$ cat config.mk
export PLATFORM = sky130hd
export DESIGN_NAME = integer_to_ascii_digits
export DESIGN_NICKNAME = d
export VERILOG_FILES = /design/src/rtl/i2a_pkg.sv /design/src/rtl/integer_to_ascii_digits.sv
export SDC_FILE = /design/constraint.sdc
export NUM_CORES = 1
export LEC_CHECK = 0
export ABC_CLOCK_PERIOD_IN_PS = 7800
export BUFFER_PORTS_ARGS = -buffer_cell sky130_fd_sc_hd__buf_2
export CAP_MARGIN = 20
export CELL_PAD_IN_SITES_DETAIL_PLACEMENT = 2
export CELL_PAD_IN_SITES_GLOBAL_PLACEMENT = 2
export CORE_MARGIN = 3
export CORE_UTILIZATION = 39
export CTS_CLUSTER_DIAMETER = 150
export DETAILED_ROUTE_END_ITERATION = 7
export PLACE_DENSITY = 0.83
export SKIP_CTS_REPAIR_TIMING = 1
export SLEW_MARGIN = 20
export SYNTH_ARGS = -nofsm -noshare
export SYNTH_HDL_FRONTEND = slang
export SYNTH_SLANG_ARGS = --single-unit
export TNS_END_PERCENT = 100
$ cat constraint.sdc
create_clock -name clock -period 7.8 [get_ports clock]
set_input_delay 0.78 -clock clock [delete_from_list [all_inputs] [get_ports clock]]
set_output_delay 0.78 -clock clock [all_outputs]
set_load 0.01 [all_outputs]
$ cat src/rtl/i2a_pkg.sv
// types, codes and character constants shared by the integer to ascii digits block
package i2a_pkg;

   localparam logic [1:0] OP_UNSIGNED = 2'd0;
   localparam logic [1:0] OP_SIGNED   = 2'd1;
   localparam logic [1:0] OP_HEX      = 2'd2;

   localparam logic [6:0] CHAR_ZERO         = 7'd48;
   localparam logic [6:0] CHAR_MINUS        = 7'd45;
   localparam logic [6:0] HEX_LETTER_OFFSET = 7'd55;

   localparam int unsigned DEC_DIGITS = 20;
   localparam int unsigned HEX_DIGITS = 16;

   typedef struct packed {
      logic [1:0]  operation;
      logic [63:0] value;
      logic [3:0]  hex_bytes;
   } req_payload_type;

   typedef struct packed {
      logic [6:0] character;
      logic       last;
   } rsp_payload_type;

   function automatic logic [6:0] hex_char(input logic [3:0] nib);
      logic [6:0] wide;
      wide = {3'b000, nib};
      if (nib > 4'd9) begin
         hex_char = wide + HEX_LETTER_OFFSET;
      end else begin
         hex_char = wide + CHAR_ZERO;
      end
   endfunction

endpackage

$ cat src/rtl/integer_to_ascii_digits.sv
// top level: converts a 64-bit value to ascii decimal or hexadecimal characters
//
// one number enters on the req_ channel as a beat of operation, value and
// hex_bytes; the block answers with one rsp_ beat per character, most
// significant first, with last set on the final character. operation 3 is
// taken and gives no characters.
// decimal modes run a bit-serial double dabble over 20 bcd digits, one
// value bit per cycle, then send a minus sign when negative, then drop
// leading zeros one digit per cycle and send one digit per cycle unless
// rsp_stall holds the output. hex mode skips the unused high nibbles one
// per cycle and sends 2 to 16 nibbles one per cycle unless rsp_stall
// holds the output.
// req_stall is high from the accepted beat until the last character has
// been loaded into the output register; the next number is taken while
// that character still waits. rsp_stall holds the output register and
// pauses the sending of the sign and digits; nothing is lost.
// a synchronous reset returns the sequencer to idle and empties the output.
module integer_to_ascii_digits
   import i2a_pkg::*;
(
   input  logic            clock,
   input  logic            reset,
   input  logic            req_valid,
   output logic            req_stall,
   input  req_payload_type req_payload,
   output logic            rsp_valid,
   input  logic            rsp_stall,
   output rsp_payload_type rsp_payload
);

   localparam logic [2:0] ST_IDLE = 3'd0;
   localparam logic [2:0] ST_CONV = 3'd1;
   localparam logic [2:0] ST_SIGN = 3'd2;
   localparam logic [2:0] ST_SKIP = 3'd3;
   localparam logic [2:0] ST_EMIT = 3'd4;

   localparam int unsigned DIG_W = 4 * DEC_DIGITS;

   logic [2:0]       state_ff, state_in;
   logic [63:0]      mag_ff, mag_in;
   logic [DIG_W-1:0] dig_ff, dig_in;
   logic [5:0]       bit_cnt_ff, bit_cnt_in;
   logic [4:0]       rem_ff, rem_in;
   logic [4:0]       nib_lim_ff, nib_lim_in;
   logic             hex_ff, hex_in;
   logic             neg_ff, neg_in;
   logic             rsp_valid_ff, rsp_valid_in;
   rsp_payload_type  rsp_ff, rsp_in;

   logic             req_take;
   logic             out_free;
   logic [3:0]       top_digit;
   logic             skip_now;
   logic [DIG_W-1:0] dig_adj;
   logic [3:0]       nbytes;
   logic [63:0]      req_mag;

   assign req_stall   = (state_ff != ST_IDLE);
   assign req_take    = req_valid && !req_stall;
   assign out_free    = !rsp_valid_ff || !rsp_stall;
   assign top_digit   = dig_ff[DIG_W-1 -: 4];
   assign rsp_valid   = rsp_valid_ff;
   assign rsp_payload = rsp_ff;

   assign skip_now = hex_ff ? (rem_ff > nib_lim_ff)
                            : ((top_digit == 4'd0) && (rem_ff > 5'd1));

   always_comb begin
      for (int i = 0; i < DEC_DIGITS; i++) begin
         if (dig_ff[4*i +: 4] >= 4'd5) begin
            dig_adj[4*i +: 4] = dig_ff[4*i +: 4] + 4'd3;
         end else begin
            dig_adj[4*i +: 4] = dig_ff[4*i +: 4];
         end
      end
   end

   always_comb begin
      if (req_payload.hex_bytes == 4'd0) begin
         nbytes = 4'd1;
      end else if (req_payload.hex_bytes > 4'd8) begin
         nbytes = 4'd8;
      end else begin
         nbytes = req_payload.hex_bytes;
      end
      if ((req_payload.operation == OP_SIGNED) && req_payload.value[63]) begin
         req_mag = (~req_payload.value) + 64'd1;
      end else begin
         req_mag = req_payload.value;
      end
   end

   always_comb begin
      state_in     = state_ff;
      mag_in       = mag_ff;
      dig_in       = dig_ff;
      bit_cnt_in   = bit_cnt_ff;
      rem_in       = rem_ff;
      nib_lim_in   = nib_lim_ff;
      hex_in       = hex_ff;
      neg_in       = neg_ff;
      rsp_in       = rsp_ff;
      rsp_valid_in = rsp_valid_ff && rsp_stall;
      case (state_ff)
         ST_IDLE: begin
            if (req_take) begin
               nib_lim_in = {nbytes, 1'b0};
               neg_in     = (req_payload.operation == OP_SIGNED) && req_payload.value[63];
               mag_in     = req_mag;
               bit_cnt_in = 6'd63;
               case (req_payload.operation)
                  OP_UNSIGNED, OP_SIGNED: begin
                     hex_in   = 1'b0;
                     dig_in   = '0;
                     state_in = ST_CONV;
                  end
                  OP_HEX: begin
                     hex_in   = 1'b1;
                     dig_in   = {req_payload.value, {(DIG_W-64){1'b0}}};
                     rem_in   = 5'(HEX_DIGITS);
                     state_in = ST_SKIP;
                  end
                  default: begin
                     state_in = ST_IDLE;
                  end
               endcase
            end
         end
         ST_CONV: begin
            dig_in     = {dig_adj[DIG_W-2:0], mag_ff[63]};
            mag_in     = {mag_ff[62:0], 1'b0};
            bit_cnt_in = bit_cnt_ff - 6'd1;
            if (bit_cnt_ff == 6'd0) begin
               rem_in   = 5'(DEC_DIGITS);
               state_in = neg_ff ? ST_SIGN : ST_SKIP;
            end
         end
         ST_SIGN: begin
            if (out_free) begin
               rsp_valid_in     = 1'b1;
               rsp_in.character = CHAR_MINUS;
               rsp_in.last      = 1'b0;
               state_in         = ST_SKIP;
            end
         end
         ST_SKIP: begin
            if (skip_now) begin
               dig_in = {dig_ff[DIG_W-5:0], 4'd0};
               rem_in = rem_ff - 5'd1;
            end else begin
               state_in = ST_EMIT;
            end
         end
         ST_EMIT: begin
            if (out_free) begin
               rsp_valid_in     = 1'b1;
               rsp_in.character = hex_char(top_digit);
               rsp_in.last      = (rem_ff == 5'd1);
               dig_in           = {dig_ff[DIG_W-5:0], 4'd0};
               rem_in           = rem_ff - 5'd1;
               if (rem_ff == 5'd1) begin
                  state_in = ST_IDLE;
               end
            end
         end
         default: begin
            state_in = ST_IDLE;
         end
      endcase
   end

   always_ff @(posedge clock) begin
      if (reset) begin
         state_ff     <= ST_IDLE;
         rsp_valid_ff <= 1'b0;
      end else begin
         state_ff     <= state_in;
         rsp_valid_ff <= rsp_valid_in;
      end
      mag_ff     <= mag_in;
      dig_ff     <= dig_in;
      bit_cnt_ff <= bit_cnt_in;
      rem_ff     <= rem_in;
      nib_lim_ff <= nib_lim_in;
      hex_ff     <= hex_in;
      neg_ff     <= neg_in;
      rsp_ff     <= rsp_in;
   end

   a_emit_has_digits: assert property (@(posedge clock) disable iff (reset)
      (state_ff == ST_EMIT) |-> (rem_ff != 5'd0))
      else $error("emit state with no digits left");

   a_bcd_digit_range: assert property (@(posedge clock) disable iff (reset)
      (state_ff == ST_EMIT && !hex_ff) |-> (top_digit <= 4'd9))
      else $error("decimal digit out of range");

   a_conv_exit: assert property (@(posedge clock) disable iff (reset)
      (state_ff == ST_CONV && bit_cnt_ff == 6'd0)
      |=> (state_ff == ST_SIGN || state_ff == ST_SKIP))
      else $error("conversion did not finish after 64 bits");

   a_last_digit_kept: assert property (@(posedge clock) disable iff (reset)
      (state_ff == ST_SKIP && !hex_ff && rem_ff == 5'd1) |=> (state_ff == ST_EMIT))
      else $error("final decimal digit was skipped");

endmodule

==> results of run 1 <==
[synth_stat cells (all sizes together), types with 3 or more instances]
| cell type | instances |
|---|---|
| buf | 10 |
| or4 | 5 |
| nor3b | 37 |
| and2 | 4 |
| o31ai | 16 |
| o21ai | 141 |
| a21oi | 122 |
| clkbuf | 43 |
| nand2 | 85 |
| ha | 50 |
| nand2b | 26 |
| nor3 | 24 |
| nor4b | 3 |
| nor4 | 15 |
| o41ai | 9 |
| xnor2 | 52 |
| edfxtp | 169 |
| and3 | 4 |
| inv | 61 |
| a22oi | 63 |
| xor2 | 39 |
| nand4 | 5 |
| o22ai | 4 |
| or3 | 5 |
| nor2 | 92 |
| nor2b | 7 |
| nand3 | 6 |
| o21a | 3 |
| a31oi | 11 |
| dfxtp | 4 |
[cell type report]
cell class                      instances  share of cell area
Clock buffer                           17             0.03442
Tap cell                              372             0.03766
Multi-Input combinational cell        848              0.4403
Clock inverter                         15             0.01347
Timing Repair Buffer                   91             0.03847
Inverter                               61             0.01853
Sequential cell                       173              0.4171
[metal layers]
| layer | up-vias | GRT usage | part of all wire |
|---|---|---|---|
| met5 | - | 0 | 0.0013 |
| met4 | 8 | 0.04591 | 0.011 |
| met3 | 42 | 0.04412 | 0.040 |
| met2 | 190 | 0.4161 | 0.51 |
| met1 | 4798 | 0.3041 | 0.44 |
| li1 | 4293 | - | - |
[worst reg2reg max path: stages (launching register included)]
cell                       delay [ns]
sky130_fd_sc_hd__edfxtp_1        0.50
sky130_fd_sc_hd__ha_1            0.38
sky130_fd_sc_hd__a21oi_1         0.09
sky130_fd_sc_hd__o21a_1          0.20
sky130_fd_sc_hd__o211ai_1        0.23
sky130_fd_sc_hd__a221oi_1        0.21
sky130_fd_sc_hd__a31oi_4         0.21
sky130_fd_sc_hd__buf_4           0.48
sky130_fd_sc_hd__buf_4           0.64
[path summary, 6_finish.rpt]
| path | slack (ns) | cells past startpoint | end | startpoint |
|---|---|---|---|---|
| setup / recovery | 4.03 | 7 | mag_ff[53]$_DFFE_PP_ | req_payload[20] |
| hold / removal | 0.53 | 2 | mag_ff[11]$_DFFE_PP_ | mag_ff[10]$_DFFE_PP_ |
| setup reg to reg | 4.41 | 8 | dig_ff[44]$_DFFE_PP_ | rem_ff[2]$_DFFE_PP_ |
| hold reg to reg | 0.53 | 2 | mag_ff[11]$_DFFE_PP_ | mag_ff[10]$_DFFE_PP_ |
[where the power goes]
part | internal, mW | switching, mW
logic | 0.667 | 1.21
registers | 1.68 | 0.372
clock network | 0.458 | 0.434
[per-stage QoR]
step	instance area (um^2)	utilization	hold WS, ns	worst slack (ns)	instances
2_1_floorplan	11000	-	0.4963	1.884	1135
3_5_place_dp	11770	0.4306	0.5177	3.650	1545
3_3_place_gp	11770	0.4306	0.5014	3.806	1545
5_1_grt	12360	0.4522	0.5330	3.820	1577
6_report	12360	0.4522	0.5278	4.030	1577
4_1_cts	12360	0.4522	0.5267	4.075	1577
[registers in the layout, indices dropped and copies added, names as in the netlist]
signal,cells
rsp_valid,1
bit_cnt_ff,6
hex_ff,1
rsp_payload,8
mag_ff,64
dig_ff,80
neg_ff,1
rem_ff,5
state_ff,3
nib_lim_ff,4
[logic make-up (layout without fill, tap and decap cells)]
group / count (synthesis) / in the layout / share of synthesized area
compound gates: 381 / 381 / 0.2106
simple gates: 324 / 324 / 0.1487
flops: 173 / 173 / 0.4684
buf+inv: 114 / 184 / 0.04116
xor+xnor: 91 / 91 / 0.07243
fa+ha+maj: 50 / 50 / 0.05685
mux: 2 / 2 / 0.001819
==> PnR_summary.wiki, run 1 <==
{| class="wikitable"
! Metric !! Value
|-
| Run status || completed
|-
| Cell type contributing the most total cell area after synthesis || sky130_fd_sc_hd__edfxtp_1
|-
| Primary FF master, synth || sky130_fd_sc_hd__edfxtp_1
|-
| Fraction of the yosys area taken by sequential cells || 0.4684
|-
| Clock-pin slew of the registers on the worst-case setup and hold paths || 0.08 ns
|-
| Power density of the placed cells || 390.7 mW/mm^2
|-
| Most common cell after layout, fill and taps aside || sky130_fd_sc_hd__edfxtp_1
|-
| Number of standard cells after synthesis || ~1100
|-
| Total power || 4.828 mW
|-
| Synth Register Bits || 173
|-
| Via count || 9331
|-
| WP buf/inv || 1
|-
| Inserted Clock Buffers || 17
|-
| RSZ-0062 raised after global routing || no
|-
| Die boundary height || about 170 um
|-
| Effective utilization at floorplan || 0.4027
|-
| Number of unique standard cell types used by synthesis || 56
|-
| Final antenna diode count || 0
|-
| Antenna violations before repair || 4
|-
| DP Wirelength || 24.15 mm
|-
| Startpoint-to-endpoint class of the critical path || input port to flip-flop
|-
| Multi-input logic area || approximately 0.0054 mm^2
|-
| Per-cell via count in the routed design || slightly below 6
|-
| Highest clock rate || 0.2653 GHz
|-
| Fill cell count || 2966
|-
| Clock insertion delay at the later pin of the skew report || 0.45 ns
|-
| Global routing usage summed across all routing layers || 0.2360
|-
| Max Cap Violations || 0
|-
| Count of pins on the block boundary || 84
|-
| Setup skew after layout || 0.01885 ns
|-
| Area share of the leading cell type in the synthesized netlist || 0.4612
|-
| GR Overflow Total || 0
|-
| Path type of the worst min-delay path || flip-flop to flip-flop
|-
| Headroom to the max-slew limit || 0.2659
|-
| Die boundary width || around 170 um
|-
| Max FO, Critical Path || 15
|-
| Combined area of all synthesized cells || 0.01100 mm^2
|-
| Final wirelength || 35.36 mm
|-
| Leakage Power || around 4.3 nW
|-
| DR DRC count || 0
|-
| Final nets || 1316
|-
| Global placement routability congestion || 0.8198
|-
| CTS H-Tree Depth || 4
|-
| CTS sink cnt || 173
|-
| Number of placement rows || 60
|-
| Finish-stage setup viols || 0
|-
| Critical Path End Type || flip-flop
|-
| Fin. max-slew vios || 0
|-
| Max clock buf depth || 2
|-
| Critical path arrival || 3.97 ns
|-
| Post-synthesis async set-or-reset flop share || 0
|-
| Port bufs || 83
|-
| Setup_tns || 0 ns
|-
| Critical path data required time || ~8.0 ns
|-
| YS warnings || 0
|-
| Vias in the first global route || 10190
|-
| Transition time of the tightest slew-check pin || 1.101 ns
|-
| Pin count of the biggest net entering global routing || 92
|-
| Core box area || 0.02733 mm^2
|-
| Layout area overhead || 12.30%
|-
| Routed wire per std cell || 22.42 um
|-
| Root Buffer Master || sky130_fd_sc_hd__clkbuf_16
|-
| Avg Inst Size Synth || 9.695 um^2
|-
| Minimum clock period || about 3.8 ns
|-
| Crit-path cells || buf_2 -> nor4_1 -> nand4_1 -> or3b_1 -> o41ai_4 -> nor3_1 -> a311o_1
|-
| Iteration-0 DRC count of the detailed router || 584
|-
| Cell family with most CP delay || simple AND/OR/NAND/NOR gates
|-
| Net count after synthesis || about 1300
|-
| Hold violation count in the final report || 0
|-
| Footprint of the flip-flops and latches || 0.005155 mm^2
|-
| Slowest cell on crit path || sky130_fd_sc_hd__or3b_1
|-
| Global-route wire length before repair || 57.40 mm
|-
| Post-synth EDFFs || 169
|-
| DIE AREA || 0.03027 mm^2
|-
| Initial DRT Pass Iterations || 5
|-
| Top cells by area in the synthesized netlist || sky130_fd_sc_hd__edfxtp_1, sky130_fd_sc_hd__ha_1, sky130_fd_sc_hd__a21oi_1, sky130_fd_sc_hd__o21ai_0, sky130_fd_sc_hd__a22oi_1
|-
| Maximum VDD drop || 205.9 uV
|-
| Antenna Violating Nets Remaining || 0
|-
| Portion of the clock cycle consumed by the worst path in the final layout || 0.4833
|-
| Clock tree from TritonCTS || done
|-
| Startpoint Class || input port
|-
| Share of cells above drive strength 1 || 0.1187
|-
| Worst path max stage delay || 0.91 ns
|-
| Leading cell types in the layout, fill and taps excluded || sky130_fd_sc_hd__edfxtp_1, sky130_fd_sc_hd__a21oi_1, sky130_fd_sc_hd__o21ai_0, sky130_fd_sc_hd__nor2_1
|}
Note: power is estimated with default switching activity, not from simulation.
==> run 2: changes to the inputs <==
--- a/config.mk
+++ b/config.mk
@@ -5,7 +5,7 @@
 export SDC_FILE = /design/constraint.sdc
 export NUM_CORES = 1
 export LEC_CHECK = 0
-export ABC_CLOCK_PERIOD_IN_PS = 7800
+export ABC_CLOCK_PERIOD_IN_PS = 3850
 export BUFFER_PORTS_ARGS = -buffer_cell sky130_fd_sc_hd__buf_2
 export CAP_MARGIN = 20
 export CELL_PAD_IN_SITES_DETAIL_PLACEMENT = 2
==> constraint.sdc (replaced) <==
create_clock -name clock -period 3.85 [get_ports clock]
set_input_delay 0.385 -clock clock [delete_from_list [all_inputs] [get_ports clock]]
set_output_delay 0.385 -clock clock [all_outputs]
set_load 0.01 [all_outputs]
==> run 2 against run 1 <==
Against the previous run: sequential share of layout area decreased by 0.37 points; first-iteration DRC count increased by 13%; non-clock buffer count increased by 6; final cell count increased by 0.57%; clock power increased by 100%; core utilization increased by 0.40 points; register-to-register slack got worse by 3.3 ns.
==> PnR_summary.wiki, run 2 (same netlist as run 1, synthesis figures left out) <==
{| class="wikitable"
! Metric !! Value
|-
| Run status || completed
|-
| Critical path data required time || 4.05 ns (-3.95 ns)
|-
| Dpl cells || 1551 (+0.39%)
|-
| Share of cells above drive strength 1 || 0.1222 (+0.003541)
|-
| Via count || 9334 (+0.032%)
|-
| Die boundary width || 174.0 um (unchanged)
|-
| CTS sink cnt || 173 (unchanged)
|-
| Global-route wire length before repair || 58.83 mm (+2.5%)
|-
| Flip-flop count of the largest register after layout || 80 (unchanged)
|-
| CTS H-Tree Depth || 4 (unchanged)
|-
| Global routing usage summed across all routing layers || 0.2446 (+0.008667)
|-
| Fin. max-slew vios || 0 (unchanged)
|-
| Antenna violations before repair || 4 (unchanged)
|-
| Highest clock rate || between 0.3 and 0.4 GHz
|-
| DR DRC count || 0 (unchanged)
|-
| Finish-stage setup viols || 0 (unchanged)
|-
| Most flops, register || dig_ff
|-
| Number of placement rows || 60 (unchanged)
|-
| Total power || 9.977 mW (+110%)
|-
| Clock insertion delay at the later pin of the skew report || 0.45 ns (about the same)
|-
| Pin count of the biggest net entering global routing || 81 (-12%)
|-
| Layout area overhead || 13.30%
|-
| Max clock buf depth || 2 (unchanged)
|-
| GR Overflow Total || 0 (unchanged)
|-
| Iteration-0 DRC count of the detailed router || 660 (+13%)
|-
| Root Buffer Master || sky130_fd_sc_hd__clkbuf_16
|-
| Max FO, Critical Path || 15 (unchanged)
|-
| Power density of the placed cells || 800.2 mW/mm^2 (+100%)
|-
| Minimum clock period || a little over 3 ns
|-
| Leading cell types in the layout, fill and taps excluded || sky130_fd_sc_hd__edfxtp_1, sky130_fd_sc_hd__a21oi_1, sky130_fd_sc_hd__o21ai_0, sky130_fd_sc_hd__nor2_1
|-
| Effective utilization at floorplan || 0.4027 (unchanged)
|-
| Vias in the first global route || 10430 (+2.4%)
|-
| Final wirelength || 36.55 mm (+3.4%)
|-
| Per-cell via count in the routed design || 5.885 (-0.54%)
|-
| Leakage Power || 4.295 nW (+0.88%)
|-
| Critical Path End Type || flip-flop
|-
| Maximum VDD drop || 413.5 uV (+100%)
|-
| Hold violation count in the final report || 0 (unchanged)
|-
| Setup_tns || 0 ns (unchanged)
|-
| Core box area || 0.02733 mm^2 (unchanged)
|-
| Setup skew after layout || 0.009834 ns (-0.009018 ns)
|-
| Post-route insts no fill || 1586 (+0.57%)
|-
| Startpoint Class || input port
|-
| Most common cell after layout, fill and taps aside || sky130_fd_sc_hd__edfxtp_1
|-
| Antenna Violating Nets Remaining || 0 (unchanged)
|-
| Critical path arrival || 3.23 ns (-0.74 ns)
|-
| Transition time of the tightest slew-check pin || 1.022 ns (-0.07866 ns)
|-
| Inserted Clock Buffers || 17 (unchanged)
|-
| Startpoint-to-endpoint class of the critical path || input port to flip-flop
|-
| Headroom to the max-slew limit || 0.3184 (+0.05244)
|-
| Count of pins on the block boundary || 84 (unchanged)
|-
| Initial DRT Pass Iterations || 4 (-1)
|-
| DP Wirelength || 24.59 mm (+1.8%)
|-
| Routed wire per std cell || 23.05 um (+2.8%)
|-
| RSZ-0062 raised after global routing || no
|-
| Global placement routability congestion || 0.7647 (-6.7%)
|-
| Max Cap Violations || 0 (unchanged)
|-
| Die boundary height || 174.0 um (unchanged)
|-
| Port bufs || 83 (unchanged)
|-
| Final nets || 1322 (+0.46%)
|-
| Clock-pin slew of the registers on the worst-case setup and hold paths || 0.08 ns (about the same)
|-
| DIE AREA || 0.03027 mm^2 (unchanged)
|-
| Clock tree from TritonCTS || done
|-
| Portion of the clock cycle consumed by the worst path in the final layout || 0.7877
|-
| Path type of the worst min-delay path || input port to flip-flop
|}
run 2: layout make-up:
class	count	area, um^2
Antenna cell	3	7.507
Timing Repair Buffer	97	583.1
Clock inverter	15	161.4
Fill cell	2979	14860
Tap cell	372	465.4
Clock buffer	17	425.4
Sequential cell	173	5155
Multi-Input combinational cell	848	5441
Inverter	61	229.0
run 2: routing by layer:
layer | part of all wire | wire [um] | GRT usage | up-vias
li1 | - | - | - | 4310
met3 | 0.038 | 1385 | 0.04260 | 41
met5 | 0.00019 | 7 | 0 | -
met4 | 0.017 | 606 | 0.06971 | 2
met2 | 0.52 | 18910 | 0.4357 | 195
met1 | 0.43 | 15640 | 0.3046 | 4786
run 2: worst paths after layout:
path              slack (ns)                     start                           to  cells after the start
setup / recovery        0.82           req_payload[24]         mag_ff[53]$_DFFE_PP_                      7
hold / removal          0.15            req_payload[3]  nib_lim_ff[4]$_SDFFCE_PP0P_                      1
hold reg to reg         0.53      mag_ff[25]$_DFFE_PP_         mag_ff[26]$_DFFE_PP_                      2
setup reg to reg        1.10  state_ff[2]$_SDFFE_PP0P_         dig_ff[33]$_DFFE_PP_                      5
run 2: through the flow:
step / utilization / hold WS [ns] / cell area (um^2) / setup WS [ns]
after detailed placement: 0.4345 / 0.5188 / 11870 / 0.4720
after global routing: 0.4562 / 0.1308 / 12470 / 0.6151
after global placement: 0.4345 / 0.5029 / 11870 / 0.5376
final: 0.4563 / 0.1455 / 12470 / 0.8174
after CTS: 0.4560 / 0.1296 / 12460 / 0.8875
after floorplan: - / 0.4541 / 11020 / 0.2033
run 2: power by group:
part | switching [mW] | total, mW | leakage (nW) | internal (mW)
Sequential | 0.773 | 4.18 | 1.67 | 3.40
Clock | 0.856 | 1.82 | 0.279 | 0.967
Combinational | 2.55 | 3.98 | 2.35 | 1.42
Total | 4.18 | 9.98 | 4.30 | 5.79
run 2: critical path, stage by stage:
cell and delay (ns):
sky130_fd_sc_hd__buf_2 0.13, sky130_fd_sc_hd__nor4_1 0.51, sky130_fd_sc_hd__nand4_1 0.42, sky130_fd_sc_hd__or3b_1 0.88
sky130_fd_sc_hd__o41ai_4 0.44, sky130_fd_sc_hd__nor3_1 0.10, sky130_fd_sc_hd__a311o_1 0.35
==> run 3: changes to the inputs <==
--- a/config.mk
+++ b/config.mk
@@ -5,16 +5,16 @@
 export SDC_FILE = /design/constraint.sdc
 export NUM_CORES = 1
 export LEC_CHECK = 0
-export ABC_CLOCK_PERIOD_IN_PS = 3850
+export ABC_CLOCK_PERIOD_IN_PS = 2500
 export BUFFER_PORTS_ARGS = -buffer_cell sky130_fd_sc_hd__buf_2
 export CAP_MARGIN = 20
 export CELL_PAD_IN_SITES_DETAIL_PLACEMENT = 2
 export CELL_PAD_IN_SITES_GLOBAL_PLACEMENT = 2
 export CORE_MARGIN = 3
-export CORE_UTILIZATION = 39
+export CORE_UTILIZATION = 35
 export CTS_CLUSTER_DIAMETER = 150
 export DETAILED_ROUTE_END_ITERATION = 7
-export PLACE_DENSITY = 0.83
+export PLACE_DENSITY = 0.79
 export SKIP_CTS_REPAIR_TIMING = 1
 export SLEW_MARGIN = 20
 export SYNTH_ARGS = -nofsm -noshare
==> constraint.sdc (replaced) <==
create_clock -name clock -period 2.5 [get_ports clock]
set_input_delay 0.25 -clock clock [delete_from_list [all_inputs] [get_ports clock]]
set_output_delay 0.25 -clock clock [all_outputs]
set_load 0.01 [all_outputs]
==> run 3 against run 2 <==
Against the previous run: final cell count is 6.5% higher; die area is 11% higher; sequential share of layout area is 2.4 points lower; critical endpoint is now dig_ff[40]$_DFFE_PP_; combinational power is 69% higher; global-route usage is 2.4 points lower; highest routed layer is now met4.
==> PnR_summary.wiki, run 3 (same netlist as run 1, synthesis figures left out) <==
{| class="wikitable"
! Metric !! Value
|-
| Run status || completed
|-
| Number of placement rows || 64 (+6.7%)
|-
| Iteration-0 DRC count of the detailed router || 415 (-37%)
|-
| Global placement routability congestion || 0.7817 (+2.2%)
|-
| Critical path data required time || 2.65 ns (-1.40 ns)
|-
| Die boundary width || 183.3 um (+5.4%)
|-
| Inserted Clock Buffers || 17 (unchanged)
|-
| Core box area || 0.03075 mm^2 (+13%)
|-
| Clock-pin slew of the registers on the worst-case setup and hold paths || 0.07 ns (about the same)
|-
| Post-route insts no fill || 1689 (+6.5%)
|-
| Final wirelength || 37.07 mm (+1.4%)
|-
| Crit-path cells || ha_1 -> nand2_2 -> o21a_1 -> o211ai_1 -> a221oi_2 -> buf_4 -> a31oi_4 -> buf_12 -> buf_16
|-
| Count of pins on the block boundary || 84 (unchanged)
|-
| Root Buffer Master || sky130_fd_sc_hd__clkbuf_16
|-
| Sequential group share of total power || 0.405 (-0.014)
|-
| Portion of the clock cycle consumed by the worst path in the final layout || 0.9934
|-
| Combinational Power Share || 0.431 (+0.032)
|-
| Cell family with most CP delay || compound AO/OA/AOI/OAI gates
|-
| Leading cell types in the layout, fill and taps excluded || sky130_fd_sc_hd__edfxtp_1, sky130_fd_sc_hd__a21oi_1, sky130_fd_sc_hd__o21ai_0, sky130_fd_sc_hd__nor2_1
|-
| Effective utilization at floorplan || 0.3579 (-0.04483)
|-
| Worst path max stage delay || 0.46 ns (-0.42 ns)
|-
| Clock tree from TritonCTS || done
|-
| Port bufs || 83 (unchanged)
|-
| Initial DRT Pass Iterations || 5 (+1)
|-
| Vias in the first global route || 10330 (-0.94%)
|-
| Startpoint Class || flip-flop
|-
| Pin count of the biggest net entering global routing || 65 (-20%)
|-
| Per-cell via count in the routed design || 5.674 (-3.6%)
|-
| Headroom to the max-slew limit || 0.3946 (+0.07625)
|-
| Final antenna diode count || 0 (-3)
|-
| Routed wire per std cell || 21.95 um (-4.8%)
|-
| Met3 global-route usage || 0.02935 (-0.01324)
|-
| Power density of the placed cells || 1184 mW/mm^2 (+48%)
|-
| RSZ-0062 raised after global routing || yes
|-
| Clock power frac || 0.165 (-0.018)
|-
| Critical Path End Type || flip-flop
|-
| Final critical-path setup slack || 0.01655 ns (-0.8009 ns)
|-
| Highest clock rate || 0.4027 GHz
|-
| CTS sink cnt || 173 (unchanged)
|-
| Antenna Violating Nets Remaining || 0 (unchanged)
|-
| Leakage Power || 4.731 nW (+10%)
|-
| Global-route wire length before repair || 58.72 mm (-0.19%)
|-
| Finish-stage setup viols || 0 (unchanged)
|-
| Most common cell after layout, fill and taps aside || sky130_fd_sc_hd__edfxtp_1
|-
| Via count || 9584 (+2.7%)
|-
| DP Wirelength || 25.56 mm (+3.9%)
|-
| Core Util, Final || 0.4301 (-0.02622)
|-
| Clock insertion delay at the later pin of the skew report || 0.45 ns (about the same)
|-
| Sw power || 6.420 mW (+53%)
|-
| Worst slack after detailed placement || -0.3228 ns (-0.7947 ns)
|-
| Slowest cell on crit path || sky130_fd_sc_hd__edfxtp_1
|-
| CTS H-Tree Depth || 4 (unchanged)
|-
| Setup skew after layout || 0.01128 ns (+0.001445 ns)
|-
| Worst r2r path cells || 9 (+4)
|-
| Die boundary height || 183.3 um (+5.4%)
|-
| DR DRC count || 0 (unchanged)
|-
| Most used routing layer in global routing || met2
|-
| Setup slack, reg-to-reg || 0.02 ns (-1.08 ns)
|-
| Hold violation count in the final report || 0 (unchanged)
|-
| Final instance area || 0.01322 mm^2 (+6.1%)
|-
| Setup_tns || 0 ns (unchanged)
|-
| Hold Path Cell Cnt || 1 (unchanged)
|-
| Met2 demand-to-capacity share in global routing || 0.3920 (-0.04369)
|-
| Placed instance area || 0.01256 mm^2 (+5.8%)
|-
| Startpoint-to-endpoint class of the critical path || flip-flop to flip-flop
|-
| Transition time of the tightest slew-check pin || 0.9080 ns (-0.1144 ns)
|-
| Dpl cells || 1650 (+6.4%)
|-
| Share of cells above drive strength 1 || 0.1802 (+0.05799)
|-
| Flip-flop count of the largest register after layout || 80 (unchanged)
|-
| Antenna violations before repair || 0 (-4)
|-
| Internal power of the cells || 9.231 mW (+59%)
|-
| Minimum clock period || 2.483 ns
|-
| Levels on crit path || 9 (+2)
|-
| Total power || 15.65 mW (+57%)
|-
| Critical path arrival || 2.63 ns (-0.60 ns)
|-
| Final worst hold slack || 0.02324 ns (-0.1223 ns)
|-
| Fin. max-slew vios || 0 (unchanged)
|-
| Layout area overhead || 20.17%
|-
| Switching share of power || 0.4102 (-0.009113)
|-
| Final nets || 1405 (+6.3%)
|-
| Met1 Track Usage GR || 0.2880 (-0.01659)
|-
| DIE AREA || 0.03360 mm^2 (+11%)
|-
| GR Overflow Total || 0 (unchanged)
|-
| Global routing usage summed across all routing layers || 0.2201 (-0.02449)
|-
| Path type of the worst min-delay path || input port to flip-flop
|-
| WP buf/inv || 3 (+2)
|-
| Max clock buf depth || 2 (unchanged)
|-
| Maximum VDD drop || 545.4 uV (+32%)
|-
| Most flops, register || dig_ff
|-
| Max Cap Violations || 0 (unchanged)
|-
| Max FO, Critical Path || 22 (+7)
|}
run 3: changes by cell type in the layout (fill, tap and decap cells not counted), moves of 3 or more:
cell	delta
sky130_fd_sc_hd__buf_12	+6
sky130_fd_sc_hd__buf_4	+74
sky130_fd_sc_hd__clkinv_2	+3
sky130_fd_sc_hd__diode_2	-3
sky130_fd_sc_hd__inv_6	-5
run 3: metal layers:
metal | part of all wire | vias up | wire length (um)
li1 | - | 4471 | -
met2 | 0.51 | 167 | 19060
met4 | 0.0087 | 0 | 324
met5 | 0 | - | 0
met1 | 0.45 | 4925 | 16590
met3 | 0.029 | 21 | 1093
run 3: worst paths after layout:
path | from | to
min reg2reg | mag_ff[19]$_DFFE_PP_ | mag_ff[20]$_DFFE_PP_
max reg2reg | rem_ff[3]$_DFFE_PP_ | dig_ff[40]$_DFFE_PP_
max | rem_ff[3]$_DFFE_PP_ | dig_ff[40]$_DFFE_PP_
min | req_payload[3] | nib_lim_ff[4]$_SDFFCE_PP0P_
run 3: layout make-up:
class,count,area [um^2]
Sequential cell,173,5155
Clock inverter,12,100.1
Tap cell,396,495.5
Multi-Input combinational cell,848,5475
Fill cell,3350,17530
Inverter,61,229.0
Clock buffer,19,432.9
Timing Repair Buffer,180,1336
run 3: power groups by stage:
stage / clock [mW] / sequential (mW) / combinational (mW)
5_1_grt: 2.75 / 6.54 / 7.61
4_1_cts: 2.65 / 6.33 / 6.51
2_1_floorplan: 0 / 5.99 / 4.31
3_3_place_gp: 0 / 6.26 / 5.97
3_5_place_dp: 0 / 6.37 / 6.39
6_report: 2.58 / 6.33 / 6.74
